===== config.mk =====
export PLATFORM = sky130hd
export DESIGN_NAME = hex_record_loader_parser
export DESIGN_NICKNAME = d
export VERILOG_FILES = /design/src/sv/hrl_pkg.sv /design/src/sv/hrl_queue.sv /design/src/sv/hrl_front.sv /design/src/sv/hrl_back.sv /design/src/sv/hex_record_loader_parser.sv
export VERILOG_INCLUDE_DIRS = /design/src /design/src/sv
export SDC_FILE = /design/constraint.sdc
export NUM_CORES = 1
export LEC_CHECK = 0
export ABC_AREA = 1
export CORE_AREA = 4 4 103 105
export CTS_BUF_LIST = sky130_fd_sc_hd__clkbuf_4
export DETAILED_ROUTE_END_ITERATION = 10
export DIE_AREA = 0 0 107 109
export DONT_BUFFER_PORTS = 1
export GPL_ROUTABILITY_DRIVEN = 0
export PLACE_DENSITY_LB_ADDON = 0.08
export SETUP_SLACK_MARGIN = 0.02
export SLEW_MARGIN = 20
export SYNTH_ARGS = -nofsm -noshare
export SYNTH_HDL_FRONTEND = slang
export SYNTH_SLANG_ARGS = --single-unit
export TNS_END_PERCENT = 50

===== constraint.sdc =====
create_clock -name clock -period 2.3 [get_ports clock]
set_input_delay 0.46 -clock clock [delete_from_list [all_inputs] [get_ports clock]]
set_output_delay 0.46 -clock clock [all_outputs]
set_load 0.02 [all_outputs]

===== src/sv/assert_macros.svh =====
// assertion helpers shared by the rtl
`ifndef ASSERT_MACROS_SVH
`define ASSERT_MACROS_SVH

`ifndef ASSERT_OFF

// property must hold at every clock edge outside reset
`define ASSERT_PROP(lbl, clk, rst, prop, msg) \
   lbl: assert property (@(posedge clk) disable iff (rst) prop) else $error(msg);

// expression must never be true outside reset
`define ASSERT_NEVER(lbl, clk, rst, expr, msg) \
   lbl: assert property (@(posedge clk) disable iff (rst) !(expr)) else $error(msg);

`else

`define ASSERT_PROP(lbl, clk, rst, prop, msg)
`define ASSERT_NEVER(lbl, clk, rst, expr, msg)

`endif

`endif


===== src/sv/hrl_pkg.sv =====
package hrl_pkg;

   // hex digits in the load address field of a record
   localparam int ADDR_DIGITS = 4;
   localparam int DIGIT_W = $clog2(ADDR_DIGITS + 1);

   localparam int QUEUE_DEPTH = 4;
   localparam int QPTR_W = $clog2(QUEUE_DEPTH);
   localparam int QCNT_W = $clog2(QUEUE_DEPTH + 1);

   localparam logic [7:0] CHAR_COLON   = 8'h3A;
   localparam logic [7:0] CHAR_ZERO    = 8'h30;
   localparam logic [7:0] CHAR_NINE    = 8'h39;
   localparam logic [7:0] CHAR_UPPER_A = 8'h41;
   localparam logic [7:0] CHAR_UPPER_F = 8'h46;
   localparam logic [7:0] CHAR_LOWER_A = 8'h61;
   localparam logic [7:0] CHAR_LOWER_F = 8'h66;

   typedef enum logic [1:0] {
      KIND_WRITE = 2'd0,
      KIND_DONE  = 2'd1,
      KIND_ERROR = 2'd2
   } kind_type;

   typedef enum logic [5:0] {
      PH_COLON = 6'b000001,
      PH_COUNT = 6'b000010,
      PH_ADDR  = 6'b000100,
      PH_TYPE  = 6'b001000,
      PH_DATA  = 6'b010000,
      PH_CHECK = 6'b100000
   } phase_type;

   // one character after classification
   typedef struct packed {
      logic       is_colon;
      logic       is_hex;
      logic [3:0] nibble;
   } char_class_type;

endpackage


===== src/sv/hrl_queue.sv =====
`include "assert_macros.svh"

module hrl_queue (
   input  logic                    clock,
   input  logic                    reset,
   input  logic                    push,
   input  hrl_pkg::char_class_type push_item,
   output logic                    full,
   input  logic                    pop,
   output logic                    head_valid,
   output hrl_pkg::char_class_type head_item
);

   hrl_pkg::char_class_type             slot_ff [hrl_pkg::QUEUE_DEPTH];
   logic [hrl_pkg::QPTR_W-1:0]          wr_ptr_ff, wr_ptr_in;
   logic [hrl_pkg::QPTR_W-1:0]          rd_ptr_ff, rd_ptr_in;
   logic [hrl_pkg::QCNT_W-1:0]          count_ff, count_in;
   logic                                do_pop;

   localparam logic [hrl_pkg::QPTR_W-1:0] LAST_SLOT = hrl_pkg::QPTR_W'(hrl_pkg::QUEUE_DEPTH - 1);
   localparam logic [hrl_pkg::QCNT_W-1:0] FULL_COUNT = hrl_pkg::QCNT_W'(hrl_pkg::QUEUE_DEPTH);

   assign full       = (count_ff == FULL_COUNT);
   assign head_valid = (count_ff != '0);
   assign head_item  = slot_ff[rd_ptr_ff];
   assign do_pop     = pop && head_valid;

   always_comb begin
      wr_ptr_in = wr_ptr_ff;
      rd_ptr_in = rd_ptr_ff;
      count_in  = count_ff;
      if (push) begin
         wr_ptr_in = (wr_ptr_ff == LAST_SLOT) ? '0 : wr_ptr_ff + 1'b1;
      end
      if (do_pop) begin
         rd_ptr_in = (rd_ptr_ff == LAST_SLOT) ? '0 : rd_ptr_ff + 1'b1;
      end
      if (push && !do_pop) begin
         count_in = count_ff + 1'b1;
      end else if (!push && do_pop) begin
         count_in = count_ff - 1'b1;
      end
   end

   always_ff @(posedge clock) begin
      if (reset) begin
         wr_ptr_ff <= '0;
         rd_ptr_ff <= '0;
         count_ff  <= '0;
      end else begin
         wr_ptr_ff <= wr_ptr_in;
         rd_ptr_ff <= rd_ptr_in;
         count_ff  <= count_in;
      end
   end

   always_ff @(posedge clock) begin
      if (push) begin
         slot_ff[wr_ptr_ff] <= push_item;
      end
   end

   `ASSERT_NEVER(a_no_overflow, clock, reset, push && full, "push into a full queue")
   `ASSERT_PROP(a_count_bound, clock, reset, count_ff <= FULL_COUNT, "queue count out of range")
   `ASSERT_PROP(a_pop_drains, clock, reset,
      (do_pop && !push && count_ff == 1) |=> !head_valid, "queue not empty after last pop")

endmodule


===== src/sv/hrl_front.sv =====
module hrl_front (
   input  logic                    req_tvalid,
   output logic                    req_tready,
   input  logic [7:0]              req_tdata,
   input  logic                    queue_full,
   output logic                    push,
   output hrl_pkg::char_class_type push_item
);

   logic is_dec, is_upper, is_lower;

   assign is_dec   = (req_tdata >= hrl_pkg::CHAR_ZERO) && (req_tdata <= hrl_pkg::CHAR_NINE);
   assign is_upper = (req_tdata >= hrl_pkg::CHAR_UPPER_A) && (req_tdata <= hrl_pkg::CHAR_UPPER_F);
   assign is_lower = (req_tdata >= hrl_pkg::CHAR_LOWER_A) && (req_tdata <= hrl_pkg::CHAR_LOWER_F);

   assign req_tready = !queue_full;
   assign push       = req_tvalid && !queue_full;

   always_comb begin
      push_item.is_colon = (req_tdata == hrl_pkg::CHAR_COLON);
      push_item.is_hex   = is_dec || is_upper || is_lower;
      if (is_upper) begin
         push_item.nibble = 4'(req_tdata - hrl_pkg::CHAR_UPPER_A + 8'd10);
      end else if (is_lower) begin
         push_item.nibble = 4'(req_tdata - hrl_pkg::CHAR_LOWER_A + 8'd10);
      end else begin
         push_item.nibble = 4'(req_tdata - hrl_pkg::CHAR_ZERO);
      end
   end

endmodule


===== src/sv/hrl_back.sv =====
`include "assert_macros.svh"

module hrl_back (
   input  logic                    clock,
   input  logic                    reset,
   input  logic                    item_valid,
   input  hrl_pkg::char_class_type item,
   output logic                    item_pop,
   output logic                    rsp_tvalid,
   input  logic                    rsp_tready,
   output logic [23:0]             rsp_tdata,
   output logic [1:0]              rsp_tuser
);

   localparam logic [hrl_pkg::DIGIT_W-1:0] TWO_DIGITS  = hrl_pkg::DIGIT_W'(2);
   localparam logic [hrl_pkg::DIGIT_W-1:0] ADDR_COUNT  = hrl_pkg::DIGIT_W'(hrl_pkg::ADDR_DIGITS);
   localparam logic [hrl_pkg::DIGIT_W-1:0] ONE_DIGIT   = hrl_pkg::DIGIT_W'(1);

   hrl_pkg::phase_type             phase_ff, phase_in;
   logic [hrl_pkg::DIGIT_W-1:0]    digits_ff, digits_in;
   logic [15:0]                    acc_ff, acc_in;
   logic [15:0]                    acc_shift;
   logic [7:0]                     bytes_ff, bytes_in;
   logic [7:0]                     bytes_dec;
   logic [15:0]                    wptr_ff, wptr_in;
   logic [7:0]                     rkind_ff, rkind_in;
   logic                           halted_ff, halted_in;
   logic                           rsp_valid_ff, rsp_valid_in;
   hrl_pkg::kind_type              rsp_kind_ff, out_kind;
   logic [15:0]                    rsp_addr_ff, out_addr;
   logic [7:0]                     rsp_byte_ff, out_byte;
   logic                           out_load;

   assign item_pop   = item_valid && (!rsp_valid_ff || rsp_tready);
   assign acc_shift  = {acc_ff[11:0], item.nibble};
   assign bytes_dec  = bytes_ff - 8'd1;

   always_comb begin
      phase_in  = phase_ff;
      digits_in = digits_ff;
      acc_in    = acc_ff;
      bytes_in  = bytes_ff;
      wptr_in   = wptr_ff;
      rkind_in  = rkind_ff;
      halted_in = halted_ff;
      out_load  = 1'b0;
      out_kind  = hrl_pkg::KIND_WRITE;
      out_addr  = '0;
      out_byte  = '0;
      if (item_pop && !halted_ff) begin
         unique case (phase_ff) inside
            hrl_pkg::PH_COLON: begin
               if (!item.is_colon) begin
                  out_load  = 1'b1;
                  out_kind  = hrl_pkg::KIND_ERROR;
                  halted_in = 1'b1;
               end else begin
                  phase_in  = hrl_pkg::PH_COUNT;
                  digits_in = TWO_DIGITS;
                  acc_in    = '0;
               end
            end
            hrl_pkg::PH_CHECK: begin
               if (digits_ff > ONE_DIGIT) begin
                  digits_in = digits_ff - 1'b1;
               end else if (rkind_ff != '0) begin
                  out_load  = 1'b1;
                  out_kind  = hrl_pkg::KIND_DONE;
                  halted_in = 1'b1;
               end else begin
                  phase_in  = hrl_pkg::PH_COLON;
                  digits_in = '0;
                  acc_in    = '0;
               end
            end
            hrl_pkg::PH_COUNT, hrl_pkg::PH_ADDR, hrl_pkg::PH_TYPE, hrl_pkg::PH_DATA: begin
               if (!item.is_hex) begin
                  out_load  = 1'b1;
                  out_kind  = hrl_pkg::KIND_ERROR;
                  halted_in = 1'b1;
               end else if (digits_ff > ONE_DIGIT) begin
                  digits_in = digits_ff - 1'b1;
                  acc_in    = acc_shift;
               end else begin
                  // field complete
                  acc_in = '0;
                  case (phase_ff)
                     hrl_pkg::PH_COUNT: begin
                        bytes_in  = acc_shift[7:0];
                        phase_in  = hrl_pkg::PH_ADDR;
                        digits_in = ADDR_COUNT;
                     end
                     hrl_pkg::PH_ADDR: begin
                        wptr_in   = acc_shift;
                        phase_in  = hrl_pkg::PH_TYPE;
                        digits_in = TWO_DIGITS;
                     end
                     hrl_pkg::PH_TYPE: begin
                        rkind_in  = acc_shift[7:0];
                        phase_in  = (bytes_ff == '0) ? hrl_pkg::PH_CHECK : hrl_pkg::PH_DATA;
                        digits_in = TWO_DIGITS;
                     end
                     default: begin
                        out_load  = 1'b1;
                        out_kind  = hrl_pkg::KIND_WRITE;
                        out_addr  = wptr_ff;
                        out_byte  = acc_shift[7:0];
                        wptr_in   = wptr_ff + 16'd1;
                        bytes_in  = bytes_dec;
                        phase_in  = (bytes_dec == '0) ? hrl_pkg::PH_CHECK : hrl_pkg::PH_DATA;
                        digits_in = TWO_DIGITS;
                     end
                  endcase
               end
            end
            default: begin
               // corrupted phase code
               out_load  = 1'b1;
               out_kind  = hrl_pkg::KIND_ERROR;
               halted_in = 1'b1;
            end
         endcase
      end
   end

   always_comb begin
      if (out_load) begin
         rsp_valid_in = 1'b1;
      end else if (rsp_tready) begin
         rsp_valid_in = 1'b0;
      end else begin
         rsp_valid_in = rsp_valid_ff;
      end
   end

   always_ff @(posedge clock) begin
      if (reset) begin
         phase_ff     <= hrl_pkg::PH_COLON;
         digits_ff    <= '0;
         acc_ff       <= '0;
         bytes_ff     <= '0;
         wptr_ff      <= '0;
         rkind_ff     <= '0;
         halted_ff    <= 1'b0;
         rsp_valid_ff <= 1'b0;
      end else begin
         phase_ff     <= phase_in;
         digits_ff    <= digits_in;
         acc_ff       <= acc_in;
         bytes_ff     <= bytes_in;
         wptr_ff      <= wptr_in;
         rkind_ff     <= rkind_in;
         halted_ff    <= halted_in;
         rsp_valid_ff <= rsp_valid_in;
      end
   end

   always_ff @(posedge clock) begin
      if (out_load) begin
         rsp_kind_ff <= out_kind;
         rsp_addr_ff <= out_addr;
         rsp_byte_ff <= out_byte;
      end
   end

   assign rsp_tvalid = rsp_valid_ff;
   assign rsp_tdata  = {rsp_byte_ff, rsp_addr_ff};
   assign rsp_tuser  = rsp_kind_ff;

   `ASSERT_PROP(a_halt_sticks, clock, reset, halted_ff |=> halted_ff, "halt cleared without reset")
   `ASSERT_PROP(a_stop_halts, clock, reset,
      (out_load && out_kind != hrl_pkg::KIND_WRITE) |=> halted_ff, "stop result without halt")
   `ASSERT_NEVER(a_no_result_halted, clock, reset, out_load && halted_ff,
      "result produced while halted")

endmodule


===== src/sv/hex_record_loader_parser.sv =====
// hex record loader parser
// req channel: one ascii character of the image text per transaction
//    (req_tdata[7:0]); records are ':' count address type data checksum,
//    back to back with no line breaks, hex digits in either case.
// rsp channel: at most one transaction per character. rsp_tuser is the kind
//    (0 write byte, 1 load finished, 2 stopped on a bad character);
//    rsp_tdata carries the load address and data byte for kind 0, else zero.
// a front stage classifies each character and pushes it into a four-entry
//    queue; the back stage parses from the queue into a one-entry output
//    register.
// throughput: one character per cycle when rsp_tready stays high.
// path: an accepted character is written into the queue; the back stage
//    parses it from the queue head and loads any result into the output
//    register, from which its rsp transaction completes.
// stall: while a result waits in the output register with rsp_tready low
//    the back stage stops; the queue keeps taking characters until it holds
//    four, then req_tready drops.
// after a finished or error result the parser ignores all further
//    characters (still accepting them) until reset.
// reset: synchronous, clears the queue, the parser state and rsp_tvalid.
module hex_record_loader_parser (
   input  logic        clock,
   input  logic        reset,
   input  logic        req_tvalid,
   output logic        req_tready,
   input  logic [7:0]  req_tdata,   // text_char[7:0]
   output logic        rsp_tvalid,
   input  logic        rsp_tready,
   output logic [23:0] rsp_tdata,   // load_address[15:0], byte_value[23:16]
   output logic [1:0]  rsp_tuser    // kind[1:0]
);

   hrl_pkg::char_class_type push_item, head_item;
   logic                    push, queue_full, head_valid, head_pop;

   hrl_front u_front (
      .req_tvalid (req_tvalid),
      .req_tready (req_tready),
      .req_tdata  (req_tdata),
      .queue_full (queue_full),
      .push       (push),
      .push_item  (push_item)
   );

   hrl_queue u_queue (
      .clock      (clock),
      .reset      (reset),
      .push       (push),
      .push_item  (push_item),
      .full       (queue_full),
      .pop        (head_pop),
      .head_valid (head_valid),
      .head_item  (head_item)
   );

   hrl_back u_back (
      .clock      (clock),
      .reset      (reset),
      .item_valid (head_valid),
      .item       (head_item),
      .item_pop   (head_pop),
      .rsp_tvalid (rsp_tvalid),
      .rsp_tready (rsp_tready),
      .rsp_tdata  (rsp_tdata),
      .rsp_tuser  (rsp_tuser)
   );

endmodule

* Word level (Yosys, flattened, before mapping) *
Memory sizes are Yosys's and may differ from the RTL's. A register that Yosys moved wholly into a read port is not among the register bits.
Cells that the tools add are included.

storage, ports and cells
  logic and storage cells = 149
  bits in latches = 0
  memory bits (read-only) = 0
  memory bits (writable) = 24
  memories kept = 1
  input bits = 12
  output and inout port bits = 28
  flip-flop bits (word level) = 88

memory list
  memory           words  bits a word  read ports  clocked after memory_dff  wr ports  RTL line         source
  u_queue.slot_ff  4      6            1           1                         1         hrl_queue.sv:14  hrl_pkg::char_class_type slot_ff [hrl_pkg::QUEUE_DEPTH];

operators by class
  bitwise operators = 6
  multiplexer cells = 54
  reductions and logical operators = 36
  divide/modulo/power cells = 0
  order comparisons = 7
  eq/ne operators = 19
  shift operators = 0
  $add $sub $neg = 12
  $mul = 0

operators with widths
  kind                   number
  $mux 12                5
  $mux 6                 7
  $pmux 12 s3            1
  $pmux 6 s3             2
  $pmux 16 s2            1
  $reduce_and 5->1       5
  $mux 3                 8
  $add 16x1->16 const B  1
  $ge 8x7->1 const B     2
  $le 8x7->1 const B     2
  $logic_not 8->1        2
  $mux 1                 16
  $pmux 8 s2             1
  $mux 2                 7
  $ne 2x2->1 const B     6
  $sub 4x1->4 const B    3
  $logic_and 1x1->1      9
  $pmux 3 s3             1
  $add 4x4->4 const B    2
  $eq 8x6->1 const B     1
  $ge 8x6->1 const B     1
  $le 8x6->1 const B     1
  $mux 4                 2
  $reduce_bool 8->1      1
  other kinds (28)       47

* Depth between registers and ports, before layout *
Gate-level depths: netlist of the first run.

  depth after elaboration = 8
  depth in mapped cells = 14
  gate-level depth less buffers = 14

* Cells and area by module *
From an unflattened synthesis of the first run, not the netlist that was laid out.

unflattened totals
  cell total of the unflattened synthesis = 763
  area total of the unflattened synthesis = 5860.6 sq um

by module, submodules not included
  module     seq. area each (sq um)  area each (sq um)  cells an instance  instances
  hrl_back   1881.8                  4242.8             601                1
  hrl_queue  900.9                   1398.8             122                1
  hrl_front  0.0                     219.0              40                 1

* Worst setup path before layout of the first run *
OpenSTA, ideal clock, no wires.

  kind = register -> register
  from = reg u_back.phase_ff[5]
  to = reg u_back.rsp_addr_ff[0] (enable)
  buffers on the path = 0
  setup time = 0.381 ns
  arrival time = 1.679 ns
  slack = 0.240 ns
  period minus slack after synthesis = 2.060 ns
  data required time = 1.919 ns
  cell stages (with the launch flop) = 9
  cell sequence = dfxtp_1 -> nor2_4 -> nand3_2 -> nand2_1 -> nor2_2 -> nand3_1 -> nand3b_1 -> nand2_1 -> inv_1

on the way
  longest elaborated chain between the ends = 7
  elaborated cells between the ends (all ways) = 13
  classes of those cells = eq/ne (6); mux (5); reduce/logical (2)

ends and longest elaborated chain
  item                                RTL line         source
  from (decl)                         hrl_back.sv:19   hrl_pkg::phase_type phase_ff, phase_in;
  from (signal assigned)              hrl_back.sv:138  phase_ff <= hrl_pkg::PH_COLON;
  from (signal assigned)              hrl_back.sv:147  phase_ff <= phase_in;
  $eq 6x4->1 (tied with other cells)  hrl_back.sv:87   case (phase_ff)
  $reduce_or 3->1 (no line)           --
  $mux 1                              hrl_back.sv:87
  $mux 1                              hrl_back.sv:81   end else if (digits_ff > ONE_DIGIT) begin
  $mux 1                              hrl_back.sv:77   if (!item.is_hex) begin
  $pmux 1 s3 (*)                      hrl_back.sv:51   unique case (phase_ff) inside
  $mux 1 (*)                          hrl_back.sv:50   if (item_pop && !halted_ff) begin
  via u_back.out_load                 hrl_back.sv:32   logic out_load;
  to (signal assigned)                hrl_back.sv:161  rsp_addr_ff <= out_addr;
  to (decl)                           hrl_back.sv:30   logic [15:0] rsp_addr_ff, out_addr;

Mark *: on every way through the listed nets, which the timed path passes. The rest lies on a longest branch.
A chain may end at the register's enable or synchronous reset.

* Worst setup path in the final report of the first run *
  from = reg u_back.digits_ff[1] (netlist bit)
  to = reg u_back.phase_ff[4]

on the way
  longest elaborated chain between the ends = 3
  elaborated cells between the ends (all ways) = 4
  classes of those cells = order compare (1); eq/ne (2); reduce/logical (1)

ends and longest elaborated chain
  item                            RTL line                        source
  from (decl)                     hrl_back.sv:20                  logic [hrl_pkg::DIGIT_W-1:0] digits_ff, digits_in;
  from (signal assigned)          hrl_back.sv:148                 digits_ff <= digits_in;
  $gt 3x1->1 (*)                  hrl_back.sv:64, hrl_back.sv:81
  $ne 2x2->1 (no line)            --
  $reduce_and 7->1 (no line) (*)  --

Mark *: on every way between the ends. The rest lies on a longest branch, timed or not.

==> key figures, run 1 <==
Synthesis
  – Post-synth EDFFs: 50
  – Synth Register Bits: 114
  – Top-count cell post-synth: nand2_1
  – Synth top area share: 0.261
  – Average size of a mapped cell: 7.88 um2
  – Synth cell types: 41
  – Seq/Total Area, Yosys: 0.483
  – Synth Warn #: 0
  – Synth area leaders: edfxtp_1 26%, dfxtp_1 22%, nand2_1 9.7%, nor2_1 8.9%, inv_1 5.1%
  – Ys async rst share: 0
  – Commonest cells post-synth: 149 x nand2_1, 136 x nor2_1, 79 x inv_1
  – Ys flop type: dfxtp_1
  – Mapped Cells: 731
  – Largest area contributor in the netlist: edfxtp_1
  – Mapped Area: about 5800 um2
  – Syn Nets: between 700 and 800

Power
  – PwrDens: 1190 nW/um2
  – Logic pwr share: 0.380
  – Max rail drop VDD: 0.581 mV
  – Int Pwr: 4.14 mW
  – Final Total Pwr: ~7.3 mW
  – Switching share of power: 0.435
  – Share of power burned in registers: 0.448
  – LEAKAGE: 2.48 nW
  – Clock network fraction of total power: 0.172
  – Net switching power: around 3.2 mW

Worst setup path
  – CP Buf/Inv Count: 3
  – Slowest cell on crit path: dfxtp_1
  – FF-to-FF Start: u_back.digits_ff[1]
  – Worst path required time: 2.73 ns
  – Critical path origin: u_back.digits_ff[1]
  – Critical path class: reg -> reg
  – Max FO, Critical Path: 10
  – CP Cell Sequence: inv_1, ha_1, inv_1, o21ai_2, inv_1, nand2_2, nand3_1, nor2_4, nand2_1, nand2_1, nor2_1
  – CP Capture Type: register
  – Top Family by Delay on Critical Path: simple AND/OR/NAND/NOR gates
  – Max incr delay on CP: about 0.32 ns
  – Crit path DAT: ~2.5 ns
  – CP startpoint kind: register
  – CP most frequent cell: inv_1

CTS
  – Root buf cell: clkbuf_4
  – Clock tree buffer depth: 2
  – Num CTS Buffers: 17
  – Clk sinks: 114
  – Clock transition at path regs: 0.09 ns
  – Clock Latency Late Sink: approximately 0.53 ns
  – CTS tree: built
  – H-Tree Depth: 4

Die
  – FP Rows: 36
  – Die Area: 11700 um2
  – Die Width: approximately 110 um
  – Placeable Area: 9640 um2
  – Initial Util: 0.598
  – Die Y-Extent: between 100 and 150 um
  – I/O pins: 40

Timing
  – RSZ-0062 raised after global routing: true
  – Relative slew slack: 0.414
  – Fin. Hold Viols: 0
  – # setup viols final: 0
  – Fmax: approximately 0.49 GHz
  – Setup TNS: 0 ns
  – Actual slew at the worst max-slew pin: between 0.8 and 0.9 ns
  – Final worst path period need: between 2 and 2.5 ns
  – Setup Skew: roughly 0.013 ns
  – Slew Viols, Final: 0
  – Tcrit/Tclk final: 0.895

Global route
  – GRT Overall Usage: 0.233
  – GR Util met1: 0.295
  – Global route overflow: 0
  – Largest net degree at the start of global routing: 34
  – Number of global-route vias before repair: approximately 4400
  – GR Util met3: 0.0610
  – Initial antenna violation count: 0
  – Grt peak-use layer: met2
  – Met2 Use GR: 0.374
  – First-pass GRT wire length: ~21 mm

Drt
  – Post-Route WL: about 12 mm
  – Drt first pass iters: 5
  – Drt initial violations: 279
  – Vias: approximately 4700
  – Routed length per instance: ~14 um
  – Post-DRT Antenna Nets: 0
  – Routed vias/inst: 5.32
  – Drc violations: 0

Finish
  – Final core occ: 0.640
  – Final Instance Area: around 6200 um2
  – Fillers: just under 900
  – Layout cells sized above 1: 0.0942
  – P&R area growth vs syn: 7.10%
  – Nets: 770
  – Antenna diode count: 0
  – FF+latch area: around 2800 um2
  – Area of the multi-input gates: between 2000 and 3000 um2

Job
  – Max-cap violations: 0

Placed design
  – Post-DP HPWL: just under 9 mm
  – # port buffers: 0
  – Placed Area: approximately 6000 um2

Status
  – Status: finished, final reports clean

Worst hold path
  – Worst Hold Class: in -> reg
  – Hold Startpoint: rsp_tready
kinds of logic after synthesis:
group           after synthesis  synth area share
compound gates              115             0.108
xor+xnor                     12            0.0182
flops                       114             0.483
fa+ha+maj                    17            0.0382
buf+inv                     107            0.0729
simple gates                364             0.276
mux                           2           0.00347
stage by stage:
| step | instances | hold slack, ns | setup WS, ns |
|---|---|---|---|
| global placement | 854 | 0.446 | 0.311 |
| CTS | 887 | 0.0732 | 0.228 |
| detailed placement | 854 | 0.449 | 0.232 |
| finish | 887 | 0.127 | 0.241 |
| floorplan | 731 | 0.441 | 0.240 |
| global route | 887 | 0.0912 | 0.0167 |
worst min-delay path, delay by kind of cell:
kind / cells / cell delay (ns)
AOI/OAI and AO/OA: 1 / 0.07
and+or+nand+nor: 1 / 0.06
buffers and inverters: 1 / 0.02
metal layers:
| metal | routed length, um | vias up |
|---|---|---|
| met5 | 0 | - |
| met4 | 293 | 0 |
| met3 | 680 | 24 |
| met2 | 5710 | 130 |
| met1 | 5600 | 2166 |
| li1 | - | 2402 |
what timing repair did:
action	4_1_cts	5_1_grt
endpoints found under the hold margin	22	0
endpoints found under the setup margin	0	7
hold buffers	1	0
setup buffers	0	0
gates resized for setup	0	1
flip-flops by register name (all words and copies together), names as in the netlist, named ones only:
| name | cells |
|---|---|
| u_back.rsp_addr_ff | 16 |
| u_back.bytes_ff | 8 |
| u_back.rsp_tuser | 2 |
| u_queue.count_ff | 3 |
| u_back.rsp_byte_ff | 8 |
| u_back.rkind_ff | 8 |
| u_back.acc_ff | 12 |
| u_back.digits_ff | 3 |
| u_queue.slot_ff | 24 |
| u_back.phase_ff | 6 |
| u_queue.wr_ptr_ff | 2 |
| u_back.halted_ff | 1 |
| u_back.wptr_ff | 16 |
| u_back.rsp_tvalid | 1 |
| u_queue.rd_ptr_ff | 2 |
worst paths after layout:
path	end	depth (start not counted)	slack, ns
max	u_back.phase_ff[4]	11	0.24
min	u_back.rsp_tvalid	3	0.13
max reg2reg	u_back.phase_ff[4]	11	0.24
min reg2reg	u_back.acc_ff[9]	2	0.47
power by group through the flow:
stage / clock [mW] / combinational (mW) / sequential [mW]
finish: 1.26 / 2.78 / 3.28
global placement: 0 / 2.69 / 3.32
global route: 1.40 / 3.17 / 3.34
CTS: 1.30 / 2.79 / 3.29
floorplan: 0 / 2.07 / 3.27
detailed placement: 0 / 2.77 / 3.34
cells in the final DEF (no fill, tap or decap), types with 3 or more instances in the layout:
| cell | n |
|---|---|
| a21oi_1 | 47 |
| a32o_1 | 3 |
| buf_4 | 8 |
| clkbuf_4 | 22 |
| clkinv_1 | 5 |
| clkinv_2 | 5 |
| dfxtp_1 | 64 |
| edfxtp_1 | 50 |
| ha_1 | 16 |
| inv_1 | 79 |
| inv_2 | 8 |
| nand2_1 | 149 |
| nand2_2 | 5 |
| nand3_1 | 34 |
| nand3_2 | 3 |
| nand4_1 | 10 |
| nor2_1 | 136 |
| nor2_2 | 5 |
| nor2_4 | 5 |
| nor3_1 | 7 |
| o21ai_0 | 51 |
| xor2_1 | 10 |
cell type report:
cell class,instances,share of cell area
inverters,88,0.0535
flip-flops and latches,114,0.451
clock buffers,22,0.0268
multi-input cells,510,0.416
repair buffers,10,0.0146
clock inverters,10,0.0114
well taps,133,0.0270
Note: power is estimated with default switching activity, not from simulation.
==> inputs of run 2 (changes only) <==
--- a/config.mk
+++ b/config.mk
@@ -7,14 +7,13 @@
 export NUM_CORES = 1
 export LEC_CHECK = 0
 export ABC_AREA = 1
-export CORE_AREA = 4 4 103 105
+export CORE_AREA = 4 4 98 109
 export CTS_BUF_LIST = sky130_fd_sc_hd__clkbuf_4
 export DETAILED_ROUTE_END_ITERATION = 10
-export DIE_AREA = 0 0 107 109
+export DIE_AREA = 0 0 102 113
 export DONT_BUFFER_PORTS = 1
 export GPL_ROUTABILITY_DRIVEN = 0
 export PLACE_DENSITY_LB_ADDON = 0.08
-export SETUP_SLACK_MARGIN = 0.02
 export SLEW_MARGIN = 20
 export SYNTH_ARGS = -nofsm -noshare
 export SYNTH_HDL_FRONTEND = slang
==> run 2 against run 1 <==
Cell count fell by 1.5%. Sequential cell count did not move. Die area fell by 1.2%. Utilization barely moved. Clock skew rose by 0.0065 ns. First-iteration DRC count rose by 41%. Global-route usage rose by 1.4 points. Maximum frequency rose by 0.73%. Via count rose by 2.4%. Cell area rose by 0.67%. Critical path depth fell by 1. Count of clock-buffer cells in the layout fell by 3. Critical path type unchanged. Largest power group unchanged. Highest routed layer unchanged.
==> key figures, run 2 (same netlist as run 1, synthesis figures left out) <==
Worst setup path
  – CP Buf/Inv Count: 2 (-1)
  – Worst path required time: 2.72 ns (about the same)
  – CP Cell Sequence: ha_1, inv_1, o21ai_4, inv_1, nand2_2, nand3_1, nor2_4, nand2_1, nand2_1, nor2_1
  – Max incr delay on CP: 0.40 ns (+0.08 ns)
  – CP startpoint kind: register
  – Worst reg-to-reg path cell count: 10 (-1)
  – Critical path class: reg -> reg
  – FF-to-FF setup slack: 0.26 ns (about the same)
  – Top Family by Delay on Critical Path: simple AND/OR/NAND/NOR gates
  – Crit path DAT: 2.47 ns (-0.02 ns)
  – Reg2reg end: u_back.phase_ff[3]
  – CP Capture Type: register
  – FF-to-FF Start: u_back.digits_ff[0]
  – Max FO, Critical Path: 10 (unchanged)
  – Slowest cell on crit path: dfxtp_1

Global route
  – Global route overflow: 0 (unchanged)
  – First-pass GRT wire length: 22.3 mm (+5.9%)
  – Initial antenna violation count: 0 (unchanged)
  – GRT Overall Usage: 0.247 (+0.0142)
  – Number of global-route vias before repair: 4593 (+3.7%)
  – Largest net degree at the start of global routing: 41 (+21%)

CTS
  – Clock transition at path regs: 0.11 ns (+0.02 ns)
  – CTS tree: built
  – Num CTS Buffers: 17 (unchanged)
  – Post-CTS Setup Inserts: 0 (unchanged)
  – Clock tree buffer depth: 2 (unchanged)
  – H-Tree Depth: 4 (unchanged)
  – Clock Latency Late Sink: 0.52 ns (about the same)
  – Clk sinks: 114 (unchanged)
  – Root buf cell: clkbuf_4

Worst hold path
  – Hold path depth: 3 (unchanged)
  – Worst Hold Class: in -> reg
  – Hold Startpoint: rsp_tready
  – Hold Crit Endpoint: u_back.rsp_tvalid

Timing
  – Actual slew at the worst max-slew pin: 0.991 ns (+0.115 ns)
  – RSZ-0062 raised after global routing: false
  – Fin. Hold Viols: 0 (unchanged)
  – Fmax: 0.489 GHz (+0.73%)
  – # setup viols final: 0 (unchanged)
  – Slew Viols, Final: 0 (unchanged)
  – Final worst path period need: 2.04 ns (-0.0149 ns)
  – Setup TNS: 0 ns (unchanged)
  – Relative slew slack: 0.337 (-0.0769)
  – Setup Skew: 0.0192 ns (+0.00653 ns)
  – Tcrit/Tclk final: 0.889 (-0.00649)

Die
  – Placeable Area: 9700 um2 (+0.62%)
  – FP Rows: 38 (+5.6%)
  – Die Width: 102 um (-4.7%)
  – Initial Util: 0.594 (-0.00370)
  – Die Area: 11500 um2 (-1.2%)
  – Die Y-Extent: 113 um (+3.7%)
  – I/O pins: 40 (unchanged)

Finish
  – Cell Count, Final, Fillers Out: 874 (-1.5%)
  – Layout cells sized above 1: 0.0942 (unchanged)
  – Antenna diode count: 0 (unchanged)
  – Final Instance Area: 6210 um2 (+0.67%)
  – Most frequent cells in the layout: 149 x nand2_1, 136 x nor2_1, 79 x inv_1, 64 x dfxtp_1, 51 x o21ai_0
  – Final core occ: 0.641 (about the same)
  – P&R area growth vs syn: 7.82%
  – Nets: 770 (unchanged)
  – Fillers: 857 (-2.1%)
  – Register bank with the most flops: u_queue.slot_ff
  – Max reg flops: 24 (unchanged)
  – Largest registers: u_queue.slot_ff: 24 flops, u_back.rsp_addr_ff: 16 flops, u_back.wptr_ff: 16 flops
  – Most common cell after layout, fill and taps aside: nand2_1

Power
  – Final Total Pwr: 7.66 mW (+4.6%)
  – Max rail drop VDD: 0.753 mV (+30%)
  – LEAKAGE: 2.49 nW (+0.33%)
  – PwrDens: 1230 nW/um2 (+3.9%)

Placed design
  – Placed insts: 841 (-1.5%)
  – Post-DP HPWL: 9.56 mm (+7.2%)
  – Placed Area: 5900 um2 (-0.27%)
  – # port buffers: 0 (unchanged)

Job
  – Max-cap violations: 0 (unchanged)

Drt
  – Routed vias/inst: 5.53 (+3.9%)
  – Drt initial violations: 393 (+41%)
  – Routed length per instance: 15.4 um (+11%)
  – Post-DRT Antenna Nets: 0 (unchanged)
  – Drc violations: 0 (unchanged)
  – Drt first pass iters: 8 (+3)
  – Vias: 4835 (+2.4%)
  – Post-Route WL: 13.4 mm (+9.4%)

Status
  – Status: finished, final reports clean
-- run 2: cell count changes in the layout (fill, tap and decap cells not counted) --
| cell | change |
|---|---|
| clkinvlp_4 | +3 |
| bufinv_16 | +2 |
| o21ai_4 | +1 |
| clkbuf_4 | -3 |
| clkinv_2 | -2 |
| o21ai_2 | -1 |
-- run 2: tightest hold or removal path, cell delays in order --
cell and delay (ns):
inv_1 0.02, nand2_1 0.06, a21oi_1 0.06
-- run 2: layer usage --
metal,up-vias,part of all wire,wire (um),global-route usage
met5,-,0,0,0
met3,36,0.051,690,0.0623
met2,177,0.52,7020,0.437
li1,2398,-,-,-
met1,2224,0.40,5330,0.275
met4,0,0.030,398,0.113
-- run 2: through the flow --
step / setup slack (ns) / hold slack [ns]
4_1_cts: 0.165 / 0.113
6_report: 0.256 / 0.158
3_5_place_dp: 0.191 / 0.449
2_1_floorplan: 0.240 / 0.441
5_1_grt: 0.0501 / 0.106
3_3_place_gp: 0.301 / 0.446
-- run 2: cell type report --
cell class | instances | area, um2 | area share
Clock buffer | 19 | 143 | 0.0230
Clock inverter | 13 | 143 | 0.0230
Inverter | 88 | 330 | 0.0532
Multi-Input combinational cell | 510 | 2570 | 0.414
Sequential cell | 114 | 2780 | 0.448
Tap cell | 120 | 150 | 0.0242
Timing Repair Buffer | 10 | 90.1 | 0.0145
-- run 2: worst max path at each step --
stage / start / endpoint / slack (ns) / depth (start not counted)
after floorplan: u_back.phase_ff[5] / u_back.rsp_addr_ff[0] / 0.24 / 8
after global placement: u_back.digits_ff[0] / u_back.phase_ff[4] / 0.30 / 10
after detailed placement: u_back.digits_ff[0] / u_back.rsp_addr_ff[15] / 0.19 / 7
after CTS: u_back.digits_ff[0] / u_back.rsp_addr_ff[15] / 0.17 / 7
after global routing: u_queue.count_ff[0] / u_queue.count_ff[2] / 0.05 / 12
final: u_back.digits_ff[0] / u_back.phase_ff[3] / 0.26 / 10
-- run 2: what timing repair did --
item / 4_1_cts / 5_1_grt
hold buffers: 1 / 0
setup endpoints to repair: 0 / 13
resized for setup: 0 / 2
hold endpoints to repair: 22 / 0
-- run 2: report_power, final --
| group | internal, mW | switching, mW | total [mW] | leakage, nW |
|---|---|---|---|---|
| Combinational | 0.848 | 2.01 | 2.85 | 1.34 |
| Clock | 0.757 | 0.748 | 1.50 | 0.148 |
| Sequential | 2.73 | 0.566 | 3.30 | 1.00 |
